==> config.mk <==
export PLATFORM = sky130hd
export DESIGN_NAME = line_circle_rasterizer_top
export DESIGN_NICKNAME = d
export VERILOG_FILES = /design/src/hw/rtl/lcr_pkg.sv /design/src/hw/rtl/lcr_queue.sv /design/src/hw/rtl/lcr_front.sv /design/src/hw/rtl/lcr_back.sv /design/src/hw/rtl/line_circle_rasterizer_top.sv
export SDC_FILE = /design/constraint.sdc
export NUM_CORES = 2
export LEC_CHECK = 0
export ABC_AREA = 1
export BUFFER_PORTS_ARGS = -buffer_cell sky130_fd_sc_hd__buf_2
export CORE_MARGIN = 2
export CORE_UTILIZATION = 40
export DETAILED_ROUTE_END_ITERATION = 8
export SYNTH_ARGS = -nofsm -noshare
export SYNTH_HDL_FRONTEND = slang
export SYNTH_SLANG_ARGS = --single-unit
export TNS_END_PERCENT = 10
==> constraint.sdc <==
create_clock -name clk -period 6.5 [get_ports clk]
set_clock_uncertainty 0.15 [all_clocks]
set_input_delay 0.325 -clock clk [delete_from_list [all_inputs] [get_ports clk]]
set_output_delay 0.325 -clock clk [all_outputs]
set_load 0.01 [all_outputs]
==> src/hw/rtl/lcr_pkg.sv <==
// lcr_pkg: shared types and constants of the line and circle rasterizer
// holds command and shape codes, the queued job record and the pixel record
// no dependencies; imported by every rasterizer module
package lcr_pkg;

	// coordinate width of the input fields
	localparam int COORD_BITS = 12;
	// signed pixel coordinate width
	localparam int XY_W = COORD_BITS + 2;
	// line delta width
	localparam int DELTA_W = COORD_BITS + 1;
	// bresenham error width
	localparam int ERR_W = COORD_BITS + 4;
	// midpoint decision width
	localparam int DEC_W = COORD_BITS + 6;

	// midpoint circle constants
	localparam int CIRC_DEC_INIT = 3;
	localparam int CIRC_INC_A = 6;
	localparam int CIRC_INC_AB = 10;

	// configuration widths
	localparam int PITCH_W = 16;
	localparam int BPP_W = 4;
	localparam int SIZE_W = 13;
	localparam int CFG_IDX_W = 2;
	localparam int ADDR_W = 32;

	// reset values of the configuration registers
	localparam logic [PITCH_W-1:0] PITCH_RST = 16'd2048;
	localparam logic [BPP_W-1:0] BPP_RST = 4'd4;
	localparam logic [SIZE_W-1:0] WIDTH_RST = 13'd512;
	localparam logic [SIZE_W-1:0] HEIGHT_RST = 13'd512;

	// job queue between front and back
	localparam int QDEPTH = 4;
	localparam int QPTR_W = $clog2(QDEPTH);

	// number of pixels of one circle step
	localparam int CIRC_PIX = 8;
	localparam int PIX_IDX_W = $clog2(CIRC_PIX);

	// stream widths
	localparam int S_TDATA_W = 88;
	localparam int M_TDATA_W = 88;

	typedef enum logic [1:0] {
		CMD_LINE   = 2'd0,
		CMD_CIRCLE = 2'd1,
		CMD_STEP   = 2'd2
	} cmd_t;

	typedef enum logic [1:0] {
		SHAPE_IDLE   = 2'd0,
		SHAPE_LINE   = 2'd1,
		SHAPE_CIRCLE = 2'd2
	} shape_t;

	typedef enum logic [CFG_IDX_W-1:0] {
		CFG_ROW_PITCH = 2'd0,
		CFG_BPP       = 2'd1,
		CFG_WIDTH     = 2'd2,
		CFG_HEIGHT    = 2'd3
	} cfg_idx_t;

	typedef struct packed {
		logic [7:0] red;
		logic [7:0] green;
		logic [7:0] blue;
	} color_t;

	// one input item
	typedef struct packed {
		logic [1:0]            cmd;
		logic [COORD_BITS-1:0] a_x;
		logic [COORD_BITS-1:0] a_y;
		logic [COORD_BITS-1:0] b_x;
		logic [COORD_BITS-1:0] b_y;
		logic [COORD_BITS-1:0] radius;
		color_t                color;
	} cmd_item_t;

	// configuration seen by the back part
	typedef struct packed {
		logic [PITCH_W-1:0] pitch;
		logic [BPP_W-1:0]   bpp;
		logic [SIZE_W-1:0]  width;
		logic [SIZE_W-1:0]  height;
	} cfg_t;

	// one step of work: a line pixel or a circle octant position
	typedef struct packed {
		logic                   is_circle;
		logic signed [XY_W-1:0] px;
		logic signed [XY_W-1:0] py;
		logic [COORD_BITS-1:0]  ofs_a;
		logic [COORD_BITS-1:0]  ofs_b;
		logic                   done;
		color_t                 color;
	} job_t;

	// one result item
	typedef struct packed {
		logic                   visible;
		logic [ADDR_W-1:0]      addr;
		logic signed [XY_W-1:0] px;
		logic signed [XY_W-1:0] py;
		color_t                 color;
		logic                   last;
		logic                   done;
	} pix_t;

endpackage

==> src/hw/rtl/lcr_queue.sv <==
// lcr_queue: short job queue between the rasterizer front and back parts
// depends on lcr_pkg for the job record and the queue depth
module lcr_queue import lcr_pkg::*; (
	input  logic clk,
	input  logic arst_n,
	input  logic push,
	input  job_t push_job,
	input  logic pop,
	output logic full,
	output logic empty,
	output job_t head
);

	job_t                entry_q [QDEPTH];
	logic [QPTR_W-1:0]   wr_q;
	logic [QPTR_W-1:0]   rd_q;
	logic [QPTR_W:0]     cnt_q;

	assign full  = (cnt_q == (QPTR_W+1)'(QDEPTH));
	assign empty = (cnt_q == '0);
	assign head  = entry_q[rd_q];

	// pointers and fill count
	always_ff @(posedge clk or negedge arst_n) begin
		if (!arst_n) begin
			wr_q  <= '0;
			rd_q  <= '0;
			cnt_q <= '0;
		end else begin
			if (push)
				wr_q <= wr_q + 1'b1;
			if (pop)
				rd_q <= rd_q + 1'b1;
			if (push && !pop)
				cnt_q <= cnt_q + 1'b1;
			else if (pop && !push)
				cnt_q <= cnt_q - 1'b1;
		end
	end

	// entry storage
	always_ff @(posedge clk) begin
		if (push)
			entry_q[wr_q] <= push_job;
	end

endmodule

==> src/hw/rtl/lcr_front.sv <==
// lcr_front: accepts items, loads shapes and advances bresenham/midpoint state
// depends on lcr_pkg; pushes one job per productive step into lcr_queue
module lcr_front import lcr_pkg::*; (
	input  logic      clk,
	input  logic      arst_n,
	input  logic      in_valid,
	output logic      in_ready,
	input  cmd_item_t in_item,
	input  logic      q_full,
	output logic      push,
	output job_t      push_job
);

	shape_t                   shape_q, shape_d;
	logic signed [XY_W-1:0]   cur_x_q, cur_y_q, cur_x_d, cur_y_d;
	logic signed [XY_W-1:0]   tgt_x_q, tgt_y_q, tgt_x_d, tgt_y_d;
	logic signed [XY_W-1:0]   ctr_x_q, ctr_y_q, ctr_x_d, ctr_y_d;
	logic [DELTA_W-1:0]       dx_q, dy_q, dx_d, dy_d;
	logic [1:0]               sgn_q, sgn_d;
	logic signed [ERR_W-1:0]  err_q, err_d;
	logic signed [DEC_W-1:0]  dec_q, dec_d;
	color_t                   color_q, color_d;

	logic                     accept;
	logic                     is_step;
	logic                     line_end;
	logic                     mv_x, mv_y;
	logic signed [ERR_W-1:0]  err_dx, err_dy;
	logic signed [XY_W-1:0]   step_x, step_y;
	logic                     circ_over;
	logic signed [XY_W-1:0]   circ_a_n, circ_b_n;
	logic                     circ_done;
	logic signed [DEC_W-1:0]  dec_step;
	logic [DELTA_W-1:0]       ld_dx, ld_dy;
	logic signed [ERR_W-1:0]  ld_err;

	assign in_ready = !q_full;
	assign accept   = in_valid && in_ready;
	assign is_step  = accept && (in_item.cmd == CMD_STEP);

	// line step terms
	assign line_end = (cur_x_q == tgt_x_q) && (cur_y_q == tgt_y_q);
	assign err_dx   = $signed(ERR_W'(dx_q));
	assign err_dy   = $signed(ERR_W'(dy_q));
	assign mv_x     = err_q > -err_dx;
	assign mv_y     = err_q < err_dy;
	assign step_x   = sgn_q[0] ? -XY_W'(1) : XY_W'(1);
	assign step_y   = sgn_q[1] ? -XY_W'(1) : XY_W'(1);

	// circle step terms, cursor holds the octant offsets
	assign circ_over = cur_x_q > cur_y_q;
	assign circ_a_n  = cur_x_q + XY_W'(1);
	assign circ_b_n  = dec_q[DEC_W-1] ? cur_y_q : cur_y_q - XY_W'(1);
	assign circ_done = circ_a_n > circ_b_n;
	assign dec_step  = dec_q[DEC_W-1] ?
		(DEC_W'(cur_x_q) <<< 2) + DEC_W'(CIRC_INC_A) :
		((DEC_W'(cur_x_q) - DEC_W'(cur_y_q)) <<< 2) + DEC_W'(CIRC_INC_AB);

	// line load terms
	assign ld_dx  = (in_item.b_x > in_item.a_x) ? DELTA_W'(in_item.b_x - in_item.a_x) :
	                                              DELTA_W'(in_item.a_x - in_item.b_x);
	assign ld_dy  = (in_item.b_y > in_item.a_y) ? DELTA_W'(in_item.b_y - in_item.a_y) :
	                                              DELTA_W'(in_item.a_y - in_item.b_y);
	assign ld_err = (ld_dx > ld_dy) ? $signed(ERR_W'(ld_dx >> 1)) :
	                                  -$signed(ERR_W'(ld_dy >> 1));

	// next shape
	always_comb begin
		shape_d = shape_q;
		if (accept) begin
			case (in_item.cmd)
				CMD_LINE:   shape_d = SHAPE_LINE;
				CMD_CIRCLE: shape_d = (in_item.radius == '0) ? SHAPE_IDLE : SHAPE_CIRCLE;
				CMD_STEP: begin
					case (shape_q)
						SHAPE_LINE:   shape_d = line_end ? SHAPE_IDLE : SHAPE_LINE;
						SHAPE_CIRCLE: shape_d = (circ_over || circ_done) ? SHAPE_IDLE
						                                                : SHAPE_CIRCLE;
						default:      shape_d = shape_q;
					endcase
				end
				default:    shape_d = shape_q;
			endcase
		end
	end

	// job push to the queue
	always_comb begin
		push_job.is_circle = (shape_q == SHAPE_CIRCLE);
		push_job.px        = push_job.is_circle ? ctr_x_q : cur_x_q;
		push_job.py        = push_job.is_circle ? ctr_y_q : cur_y_q;
		push_job.ofs_a     = COORD_BITS'(cur_x_q);
		push_job.ofs_b     = COORD_BITS'(cur_y_q);
		push_job.done      = push_job.is_circle ? circ_done : line_end;
		push_job.color     = color_q;
		case (shape_q)
			SHAPE_LINE:   push = is_step;
			SHAPE_CIRCLE: push = is_step && !circ_over;
			default:      push = 1'b0;
		endcase
	end

	// next shape data
	always_comb begin
		cur_x_d = cur_x_q;
		cur_y_d = cur_y_q;
		tgt_x_d = tgt_x_q;
		tgt_y_d = tgt_y_q;
		ctr_x_d = ctr_x_q;
		ctr_y_d = ctr_y_q;
		dx_d    = dx_q;
		dy_d    = dy_q;
		sgn_d   = sgn_q;
		err_d   = err_q;
		dec_d   = dec_q;
		color_d = color_q;
		if (accept) begin
			case (in_item.cmd)
				CMD_LINE: begin
					cur_x_d = XY_W'(in_item.a_x);
					cur_y_d = XY_W'(in_item.a_y);
					tgt_x_d = XY_W'(in_item.b_x);
					tgt_y_d = XY_W'(in_item.b_y);
					dx_d    = ld_dx;
					dy_d    = ld_dy;
					sgn_d   = {!(in_item.a_y < in_item.b_y), !(in_item.a_x < in_item.b_x)};
					err_d   = ld_err;
					color_d = in_item.color;
				end
				CMD_CIRCLE: begin
					color_d = in_item.color;
					if (in_item.radius != '0) begin
						ctr_x_d = XY_W'(in_item.a_x);
						ctr_y_d = XY_W'(in_item.a_y);
						cur_x_d = '0;
						cur_y_d = XY_W'(in_item.radius);
						dec_d   = DEC_W'(CIRC_DEC_INIT) - (DEC_W'(in_item.radius) << 1);
					end
				end
				CMD_STEP: begin
					if (shape_q == SHAPE_LINE && !line_end) begin
						err_d = err_q - (mv_x ? err_dy : '0) + (mv_y ? err_dx : '0);
						if (mv_x)
							cur_x_d = cur_x_q + step_x;
						if (mv_y)
							cur_y_d = cur_y_q + step_y;
					end else if (shape_q == SHAPE_CIRCLE && !circ_over) begin
						dec_d   = dec_q + dec_step;
						cur_x_d = circ_a_n;
						cur_y_d = circ_b_n;
					end
				end
				default: ;
			endcase
		end
	end

	// shape state
	always_ff @(posedge clk or negedge arst_n) begin
		if (!arst_n)
			shape_q <= SHAPE_IDLE;
		else
			shape_q <= shape_d;
	end

	// shape data, only read while a shape is loaded
	always_ff @(posedge clk) begin
		cur_x_q <= cur_x_d;
		cur_y_q <= cur_y_d;
		tgt_x_q <= tgt_x_d;
		tgt_y_q <= tgt_y_d;
		ctr_x_q <= ctr_x_d;
		ctr_y_q <= ctr_y_d;
		dx_q    <= dx_d;
		dy_q    <= dy_d;
		sgn_q   <= sgn_d;
		err_q   <= err_d;
		dec_q   <= dec_d;
		color_q <= color_d;
	end

endmodule

==> src/hw/rtl/lcr_back.sv <==
// lcr_back: expands queued jobs into pixels, clips them and forms byte addresses
// depends on lcr_pkg; reads jobs from lcr_queue, drives the result register
module lcr_back import lcr_pkg::*; (
	input  logic clk,
	input  logic arst_n,
	input  cfg_t cfg,
	input  logic q_empty,
	input  job_t q_head,
	output logic q_pop,
	output logic out_valid,
	input  logic out_ready,
	output pix_t out_pix
);

	logic                   adv;
	logic [PIX_IDX_W-1:0]   k_q;
	logic                   finish;
	logic [COORD_BITS-1:0]  ofs_u, ofs_v;
	logic signed [XY_W-1:0] gen_x, gen_y;

	logic                   v_s1;
	logic signed [XY_W-1:0] px_s1, py_s1;
	logic                   last_s1, done_s1;
	color_t                 color_s1;

	logic                   vis_c;
	logic                   v_s2;
	logic                   vis_s2;
	logic [PITCH_W+SIZE_W-1:0] prod_y_s2;
	logic [BPP_W+SIZE_W-1:0]   prod_x_s2;
	logic signed [XY_W-1:0] px_s2, py_s2;
	logic                   last_s2, done_s2;
	color_t                 color_s2;

	logic                   v_q;
	pix_t                   pix_q;

	// whole pipe moves when the result register is free or taken
	assign adv    = !v_q || out_ready;
	assign finish = !q_head.is_circle || (k_q == PIX_IDX_W'(CIRC_PIX - 1));
	assign q_pop  = adv && !q_empty && finish;

	// octant mirror: k[1] swaps offsets, k[0] negates x, k[2] picks lower half
	assign ofs_u = k_q[1] ? q_head.ofs_b : q_head.ofs_a;
	assign ofs_v = k_q[1] ? q_head.ofs_a : q_head.ofs_b;
	always_comb begin
		if (q_head.is_circle) begin
			gen_x = k_q[0] ? q_head.px - $signed(XY_W'(ofs_u)) : q_head.px + $signed(XY_W'(ofs_u));
			gen_y = k_q[2] ? q_head.py + $signed(XY_W'(ofs_v)) : q_head.py - $signed(XY_W'(ofs_v));
		end else begin
			gen_x = q_head.px;
			gen_y = q_head.py;
		end
	end

	// clip window test, row and column 0 excluded
	assign vis_c = (px_s1 >= XY_W'(1)) && (py_s1 >= XY_W'(1)) &&
	               ($signed({px_s1[XY_W-1], px_s1}) < $signed((XY_W+1)'(cfg.width))) &&
	               ($signed({py_s1[XY_W-1], py_s1}) < $signed((XY_W+1)'(cfg.height)));

	// valid bits and pixel counter
	always_ff @(posedge clk or negedge arst_n) begin
		if (!arst_n) begin
			k_q  <= '0;
			v_s1 <= 1'b0;
			v_s2 <= 1'b0;
			v_q  <= 1'b0;
		end else if (adv) begin
			v_s1 <= !q_empty;
			v_s2 <= v_s1;
			v_q  <= v_s2;
			if (!q_empty)
				k_q <= finish ? '0 : k_q + 1'b1;
		end
	end

	// pixel stage, product stage and result register
	always_ff @(posedge clk) begin
		if (adv) begin
			px_s1    <= gen_x;
			py_s1    <= gen_y;
			last_s1  <= finish;
			done_s1  <= q_head.done;
			color_s1 <= q_head.color;

			vis_s2    <= vis_c;
			prod_y_s2 <= SIZE_W'(py_s1) * cfg.pitch;
			prod_x_s2 <= SIZE_W'(px_s1) * cfg.bpp;
			px_s2     <= px_s1;
			py_s2     <= py_s1;
			last_s2   <= last_s1;
			done_s2   <= done_s1;
			color_s2  <= color_s1;

			pix_q.visible <= vis_s2;
			pix_q.addr    <= vis_s2 ? ADDR_W'(prod_y_s2) + ADDR_W'(prod_x_s2) : '0;
			pix_q.px      <= px_s2;
			pix_q.py      <= py_s2;
			pix_q.color   <= color_s2;
			pix_q.last    <= last_s2;
			pix_q.done    <= done_s2;
		end
	end

	assign out_valid = v_q;
	assign out_pix   = pix_q;

endmodule

==> src/hw/rtl/line_circle_rasterizer_top.sv <==
// line_circle_rasterizer_top: stream ports, configuration registers and wiring
// depends on lcr_pkg, lcr_front, lcr_queue and lcr_back
//
// Usage:
//   s_* carries command items: load line, load circle (radius 0 leaves it idle)
//   or step. Loads give no result; a line step gives one pixel item, a circle
//   step gives eight. m_* carries pixel items with clip flag, byte address,
//   coordinates and BGR bytes; m_tlast ends each step's run.
//   cfg_* writes row pitch, bytes per pixel, surface width and height; it is
//   always ready and must only be used while no item is in flight.
//   The pixel items of a step pass the job queue, then the pixel stage, the
//   product stage and the result register of the back part.
//   Throughput: the front takes one item per cycle while its 4-entry job queue
//   has room; the back emits one pixel per cycle while m_tready is high.
//   Reset clears the loaded shape, the queue and the pipeline and restores
//   the register defaults (pitch 2048, 4 bytes per pixel, 512 x 512).
//   When m_tready is low and an item waits, the back pipeline holds; the front
//   keeps taking items until the job queue fills, then drops s_tready.
module line_circle_rasterizer_top import lcr_pkg::*; (
	input  logic                 clk,
	input  logic                 arst_n,
	input  logic                 s_tvalid,
	output logic                 s_tready,
	// point_a_x, point_a_y, point_b_x, point_b_y, radius, red_in, green_in,
	// blue_in, zero pad
	input  logic [S_TDATA_W-1:0] s_tdata,
	// cmd
	input  logic [1:0]           s_tuser,
	input  logic                 cfg_valid,
	output logic                 cfg_ready,
	input  logic [CFG_IDX_W-1:0] cfg_index,
	input  logic [PITCH_W-1:0]   cfg_data,
	output logic                 m_tvalid,
	input  logic                 m_tready,
	// byte_address, pixel_x, pixel_y, blue_out, green_out, red_out, zero pad
	output logic [M_TDATA_W-1:0] m_tdata,
	// visible, shape_done
	output logic [1:0]           m_tuser,
	output logic                 m_tlast
);

	cmd_item_t in_item;
	cfg_t      cfg_q;
	logic      q_full, q_empty, q_push, q_pop;
	job_t      push_job, q_head;
	pix_t      out_pix;

	// unpack command item
	assign in_item.cmd         = s_tuser;
	assign in_item.a_x         = s_tdata[11:0];
	assign in_item.a_y         = s_tdata[23:12];
	assign in_item.b_x         = s_tdata[35:24];
	assign in_item.b_y         = s_tdata[47:36];
	assign in_item.radius      = s_tdata[59:48];
	assign in_item.color.red   = s_tdata[67:60];
	assign in_item.color.green = s_tdata[75:68];
	assign in_item.color.blue  = s_tdata[83:76];

	// configuration registers
	assign cfg_ready = 1'b1;
	always_ff @(posedge clk or negedge arst_n) begin
		if (!arst_n) begin
			cfg_q.pitch  <= PITCH_RST;
			cfg_q.bpp    <= BPP_RST;
			cfg_q.width  <= WIDTH_RST;
			cfg_q.height <= HEIGHT_RST;
		end else if (cfg_valid && cfg_ready) begin
			case (cfg_index)
				CFG_ROW_PITCH: cfg_q.pitch  <= cfg_data;
				CFG_BPP:       cfg_q.bpp    <= cfg_data[BPP_W-1:0];
				CFG_WIDTH:     cfg_q.width  <= cfg_data[SIZE_W-1:0];
				CFG_HEIGHT:    cfg_q.height <= cfg_data[SIZE_W-1:0];
				default: ;
			endcase
		end
	end

	lcr_front u_front (
		.clk      (clk),
		.arst_n   (arst_n),
		.in_valid (s_tvalid),
		.in_ready (s_tready),
		.in_item  (in_item),
		.q_full   (q_full),
		.push     (q_push),
		.push_job (push_job)
	);

	lcr_queue u_queue (
		.clk      (clk),
		.arst_n   (arst_n),
		.push     (q_push),
		.push_job (push_job),
		.pop      (q_pop),
		.full     (q_full),
		.empty    (q_empty),
		.head     (q_head)
	);

	lcr_back u_back (
		.clk       (clk),
		.arst_n    (arst_n),
		.cfg       (cfg_q),
		.q_empty   (q_empty),
		.q_head    (q_head),
		.q_pop     (q_pop),
		.out_valid (m_tvalid),
		.out_ready (m_tready),
		.out_pix   (out_pix)
	);

	// pack pixel item
	assign m_tdata = {4'b0000, out_pix.color.red, out_pix.color.green, out_pix.color.blue,
	                  out_pix.py, out_pix.px, out_pix.addr};
	assign m_tuser = {out_pix.done, out_pix.visible};
	assign m_tlast = out_pix.last;

endmodule

-- Word level (Yosys, flattened, before mapping)
Memory sizes are Yosys's and may differ from the RTL's.
Cells that the tools add are included.
- flip-flop bits (word level): 465
- bits in writable memories: 312
- input bits: 113
- output and inout port bits: 94
- word-level logic and storage cells: 209
- memories kept: 1
- add/subtract/negate cells: 27
- multiply operators: 2
- order comparisons: 13
- eq/ne operators: 19
- multiplexer cells: 45
- bitwise gates (word level): 1
- reduce and logical (&&, ||, !) cells: 49
- memory list (memory ; depth ; width ; rd ports ; clocked after Yosys merged registers in ; wr ports ; line ; RTL):
    u_queue.entry_q ; 4 ; 78 ; 1 ; 0 ; 1 ; lcr_queue.sv:14 ; job_t entry_q [QDEPTH];
- operators by type and width (operator ; count):
    14-bit two-way mux ; 17
    14-bit one-hot mux with 3 select lines ; 2
    18-bit two-way mux ; 4
    13-bit two-way mux ; 4
    12-bit by 12-bit subtractor with 13-bit output ; 4
    18-bit one-hot mux with 2 select lines ; 1
    16-bit two-way mux ; 2
    16-bit one-hot mux with 2 select lines ; 1
    29-bit by 17-bit adder with 30-bit output ; 1
    13-bit by 16-bit multiplier with 29-bit output ; 1
    14-bit by 13-bit adder with 14-bit output ; 2
    14-bit adder ; 2
    14-bit by 13-bit == test with 1-bit output ; 2
    14-bit by 2-bit >= comparator with 1-bit output (second input constant) ; 2
    14-bit > comparator ; 2
    14-bit < comparator ; 2
    14-bit by 13-bit subtractor with 14-bit output ; 2
    12-bit > comparator ; 2
    12-bit < comparator ; 2
    12-bit two-way mux ; 2
    18-bit adder ; 1
    18-bit by 5-bit adder with 18-bit output (second input constant) ; 1
    16-bit by 4-bit adder with 17-bit output (second input constant) ; 1
    13-bit by 4-bit multiplier with 17-bit output ; 1
    other kinds (41) ; 95

-- Logic depth before layout (Yosys ltp)
- word-level depth: 10
- mapped depth: 33
- gate-level depth less buffers: 33

-- Hierarchy
From an unflattened synthesis, not the netlist that was laid out.
- cells, all modules: 5960
- area, all modules: 53398.7 µm²
- modules (own cells, without submodules) (module ; times used ; cells an instance ; area an instance (µm²) ; sequential area each (µm²)):
    lcr_back ; 1 ; 2476 ; 21176.6 ; 7357.1
    lcr_front ; 1 ; 2313 ; 16839.9 ; 4884.7
    lcr_queue ; 1 ; 958 ; 13452.9 ; 9544.2
    line_circle_rasterizer_top ; 1 ; 213 ; 1929.4 ; 1156.1

-- Least setup slack after synthesis
Ideal clock, no wire load.
- path type: register to register
- start point: register u_back.v_q, in the netlist u_back.out_valid
- end point: register u_back.v_s1
- setup time: 375 ps
- arrival time: 5408 ps
- data required time: 5975 ps
- setup slack: 567 ps
- stages on the path, launching flop included: 5
- path buffers: 0
- period minus slack after synthesis: 5933 ps
- cell sequence: dfrtp_1 > inv_1 > nor2_1 > inv_1 > o21ai_0
- word-level cells in the longest chain between the ends: 2
- ends and longest elaborated chain (item ; line ; RTL):
    from (decl) ; lcr_back.sv:35 ; logic v_q;
    from (signal assigned) ; lcr_back.sv:71 ; v_q <= v_s2;
    1-bit logical NOT ; lcr_back.sv:39 ; assign adv = !v_q || out_ready;
    1-bit logical OR ; lcr_back.sv:39 ;
    to (signal assigned) ; lcr_back.sv:69 ; v_s1 <= !q_empty;
    to (decl) ; lcr_back.sv:21 ; logic v_s1;
Every way passes these cells.
A chain may end at the register's enable or synchronous reset.

-- Worst setup path in the final report
- start point: register u_front.dx_q[0]
- end point: register u_front.err_q[12] (data pin)
- word-level cells in the longest chain between the ends: 7
- elaborated cells between the ends (all ways): 8
- those cells by class: add/sub (3); order compare (1); mux (4)
- ends and longest elaborated chain (item ; line ; RTL):
    from (decl) ; lcr_front.sv:18 ; logic [DELTA_W-1:0] dx_q, dy_q, dx_d, dy_d;
    from (signal assigned) ; lcr_front.sv:174 ; dx_q <= dx_d;
    13-bit negation with 16-bit output ; lcr_front.sv:45 ; assign mv_x = err_q > -err_dx;
    16-bit > comparator ; lcr_front.sv:45 ;
    13-bit two-way mux ; lcr_front.sv:142 ; err_d = err_q - (mv_x ? err_dy : '0) + (mv_y ? err_dx : '0);
    16-bit subtractor ; lcr_front.sv:142 ;
    16-bit adder * ; lcr_front.sv:142 ;
    16-bit two-way mux * ; lcr_front.sv:141 ; if (shape_q == SHAPE_LINE && !line_end) begin
    16-bit one-hot mux with 2 select lines * ; lcr_front.sv:118 ; case (in_item.cmd)
    to (signal assigned) ; lcr_front.sv:177 ; err_q <= err_d;
    to (decl) ; lcr_front.sv:20 ; logic signed [ERR_W-1:0] err_q, err_d;
Mark *: on every way between the ends. The rest lies on a longest branch, timed or not. The select of a mux whose other input is x is not followed.

==> results.toml <==
[route]
drc = 0
firstDrtPassIters = 5
drt-total-wl_um = 133000
detailroute.via_count = 37300
count_of_nets_left_with_antenna_violations_after_detail_routing = 0
via_per_inst = 5.06
drtIter0Drc = 2630
routedWlPerCell_um = 18.0

[placement]
gp_congestion = 0.926
placement.io_buffers = 195
place.detailed.hpwl_um = 97700

[worst_setup_path]
r2r_start = "u_front.dx_q[0]"
setup.reg_to_reg.worst_slack_ns = 0.55
critPathSlowestCell = "sky130_fd_sc_hd__fa_1"
critPathBufInv = 3
crit_path_start_kind = "flop"
critical_path_class = "reg -> reg"
cp_top_family = "simple AND/OR/NAND/NOR gates"
endpoint_kind = "flop"
worst_path_largest_cell_delay_ns = 0.52
crit_cells = 25
worst_ep_required_time_ns = 6.79
crit_fanout = 8
worstPathArrival_ns = 6.24
r2r.worst_path.cells = 25
critical_path.reg2reg.endpoint = "u_front.err_q[12]"

[grt]
grt_pass1_vias = 37000
use_met1_pct = 27.2
groute.usage.overall_pct = 20.9
grt_pass1_wl_um = 207000
gr-max-usage-layer = "met2"
grt_util_met2_pct = 36.2
met3_usage_pct = 2.47
antenna_found_initial = 6
grt_max_degree = 163
globalRouteOverflowTotal = 0

[layout]
drive_gt1_share_pct = 7.94
signed_area_change_from_the_synthesized_netlist_to_the_final_layout_pct = 13.7
fin_util_pct = 45.9
layout.cells.most_common = "sky130_fd_sc_hd__nand2_1"
final_net_count = 6341
layout.cells.most_common_list = "sky130_fd_sc_hd__nand2_1 (1217), sky130_fd_sc_hd__inv_1 (840), sky130_fd_sc_hd__edfxtp_1 (713)"

[logic_synthesis]
post_synth_num_cell_types = 62
synth-async-reset-ratio_pct = 7.88
synth_area_mm2 = 0.0499
synth_seq_area_share_pct = 45.9
synth_area_per_cell_um2 = 9.26
yosys_warns = 0
synth_ff_type = "sky130_fd_sc_hd__edfxtp_1"
ys_ff_latch = 774
yosys.area.top_type_share_pct = 42.9
synth_enable_flop_cells = 713
synth_area_leaders = "sky130_fd_sc_hd__edfxtp_1 (43%), sky130_fd_sc_hd__nand2_1 (9.1%), sky130_fd_sc_hd__ha_1 (8.9%)"
synthDominantAreaCellType = "sky130_fd_sc_hd__edfxtp_1"
cell_count_after_synthesis = 5392

[run_status]
outcome = "completed"

[sta]
timing.slew.headroom_pct = 16.4
report.final.slew_viol_count = 0
period_needed_ns = 5.95
setup_violations = 0
post_route_fraction_of_the_period_consumed_by_the_critical_path_pct = 91.5
timing.final.hold_violations = 0
setup_total_negative_slack_ns = 0
clock.fmax_ghz = 0.168
tightest_slew_ns = 1.24
rsz0062_at_grt = "no"

[hold_path]
timing.hold.worst_path_depth = 5
worst_hold_path.endpoint = "u_front.shape_q[0]"
holdCritStartpoint = "s_tuser[1]"
hold_class = "in -> reg"

[floorplanning]
floorplan.die.width_um = 357
pin_count = 207
die-height_um = 357
die_area_mm2 = 0.128
placementRows = 129
floorplan.initialDensity_pct = 40.3
coreArea_mm2 = 0.124

[cts]
clk_pin_slew_worst_paths_ns = 0.06
tritoncts = "done"
insertion_delay_ns = 0.71
cts_buffers = 90
cts.sinks = 774
postCtsSetupRepairBufs = 0
ctsLongestPathBuffers = 3
cts_htree_levels = 3
root_buffer = "sky130_fd_sc_hd__clkbuf_16"

[job]
max-cap-violations = 0
## metal layers
layer	wire, um	share of wire (%)
met5	27	0.020
met4	4250	3.2
met3	6220	4.7
met2	64200	48
met1	58100	44
## Yosys cell counts (56+ instances only)
master,instances
sky130_fd_sc_hd__nand2_1,1217
sky130_fd_sc_hd__inv_1,841
sky130_fd_sc_hd__edfxtp_1,713
sky130_fd_sc_hd__o21ai_0,379
sky130_fd_sc_hd__ha_1,356
sky130_fd_sc_hd__nor2_1,347
sky130_fd_sc_hd__a21oi_1,286
sky130_fd_sc_hd__nand3_1,234
sky130_fd_sc_hd__fa_1,201
sky130_fd_sc_hd__clkbuf_1,129
sky130_fd_sc_hd__xor2_1,129
sky130_fd_sc_hd__dfrtp_1,57
sky130_fd_sc_hd__o22ai_1,56
## state kept, by name (all words and copies together), names as in the netlist, 12 cells and up
signal	flops
u_back.prod_y_s2	29
u_front.cur_x_q	14
u_queue.entry_q	312
u_front.dec_q	17
u_back.py_s2	14
u_back.color_s1	24
u_front.dx_q	13
u_front.ctr_x_q	12
u_back.py_s1	14
u_back.out_pix	85
u_front.push_job	24
u_front.err_q	16
u_back.color_s2	24
u_front.tgt_y_q	12
u_front.dy_q	13
u_back.prod_x_s2	17
u_back.px_s1	14
u_front.cur_y_q	14
u_back.px_s2	14
u_front.tgt_x_q	12
u_front.ctr_y_q	12
cfg_q	46
## area by class of cell
class                           instances  area, um^2
Timing Repair Buffer                  351        2470
Antenna cell                            2        5.00
Multi-Input combinational cell       3603       23200
Sequential cell                       774       22900
Clock inverter                         55         523
Fill cell                           11800       67000
Tap cell                             1637        2050
Clock buffer                          112        2380
Inverter                              851        3200
## per-stage QoR
stage                     hold slack [ns]  worst slack [ns]  cells  instance area [um^2]
after global placement              0.252             0.608   7111                 52800
after global routing               0.0678            0.0235   7383                 56800
after detailed placement            0.255             0.595   7111                 52800
after CTS                          0.0165             0.564   7383                 56800
final                              0.0770             0.549   7385                 56800
after floorplan                    -0.121             0.567   5397                 50000
## worst max path at each step
stage,start,endpoint,slack (ns)
2_1_floorplan,u_back.out_valid,u_back.v_s1,0.57
5_1_grt,u_front.dx_q[0],u_front.err_q[11],0.02
3_5_place_dp,u_back.py_s1[8],u_back.prod_y_s2[26],0.59
3_3_place_gp,u_back.py_s1[3],u_back.prod_y_s2[27],0.61
6_report,u_front.dx_q[0],u_front.err_q[12],0.55
4_1_cts,u_front.dx_q[0],u_front.err_q[12],0.56
## cell families after synthesis
group	Yosys count	share of synthesized area, %
compound gates	864	9.44
mux	6	0.130
xor+xnor	183	3.21
flops	774	45.9
simple gates	1986	16.5
buf+inv	1020	7.80
other cells	2	0.0150
fa+ha+maj	557	17.0
## tightest hold or removal path: stages
cell and delay, ns:
sky130_fd_sc_hd__buf_2 0.11, sky130_fd_sc_hd__ha_1 0.20, sky130_fd_sc_hd__nor3_1 0.11, sky130_fd_sc_hd__nor2_1 0.10, sky130_fd_sc_hd__a31oi_1 0.05
## timing repair
action                    4_1_cts  5_1_grt
hold endpoints to repair      210        0
gates resized for setup         0        0
hold buffers                  105        0
Power is left out: the tool's default activity adds up to more than one toggle a clock period on the data nets, which glitch-free logic cannot reach.
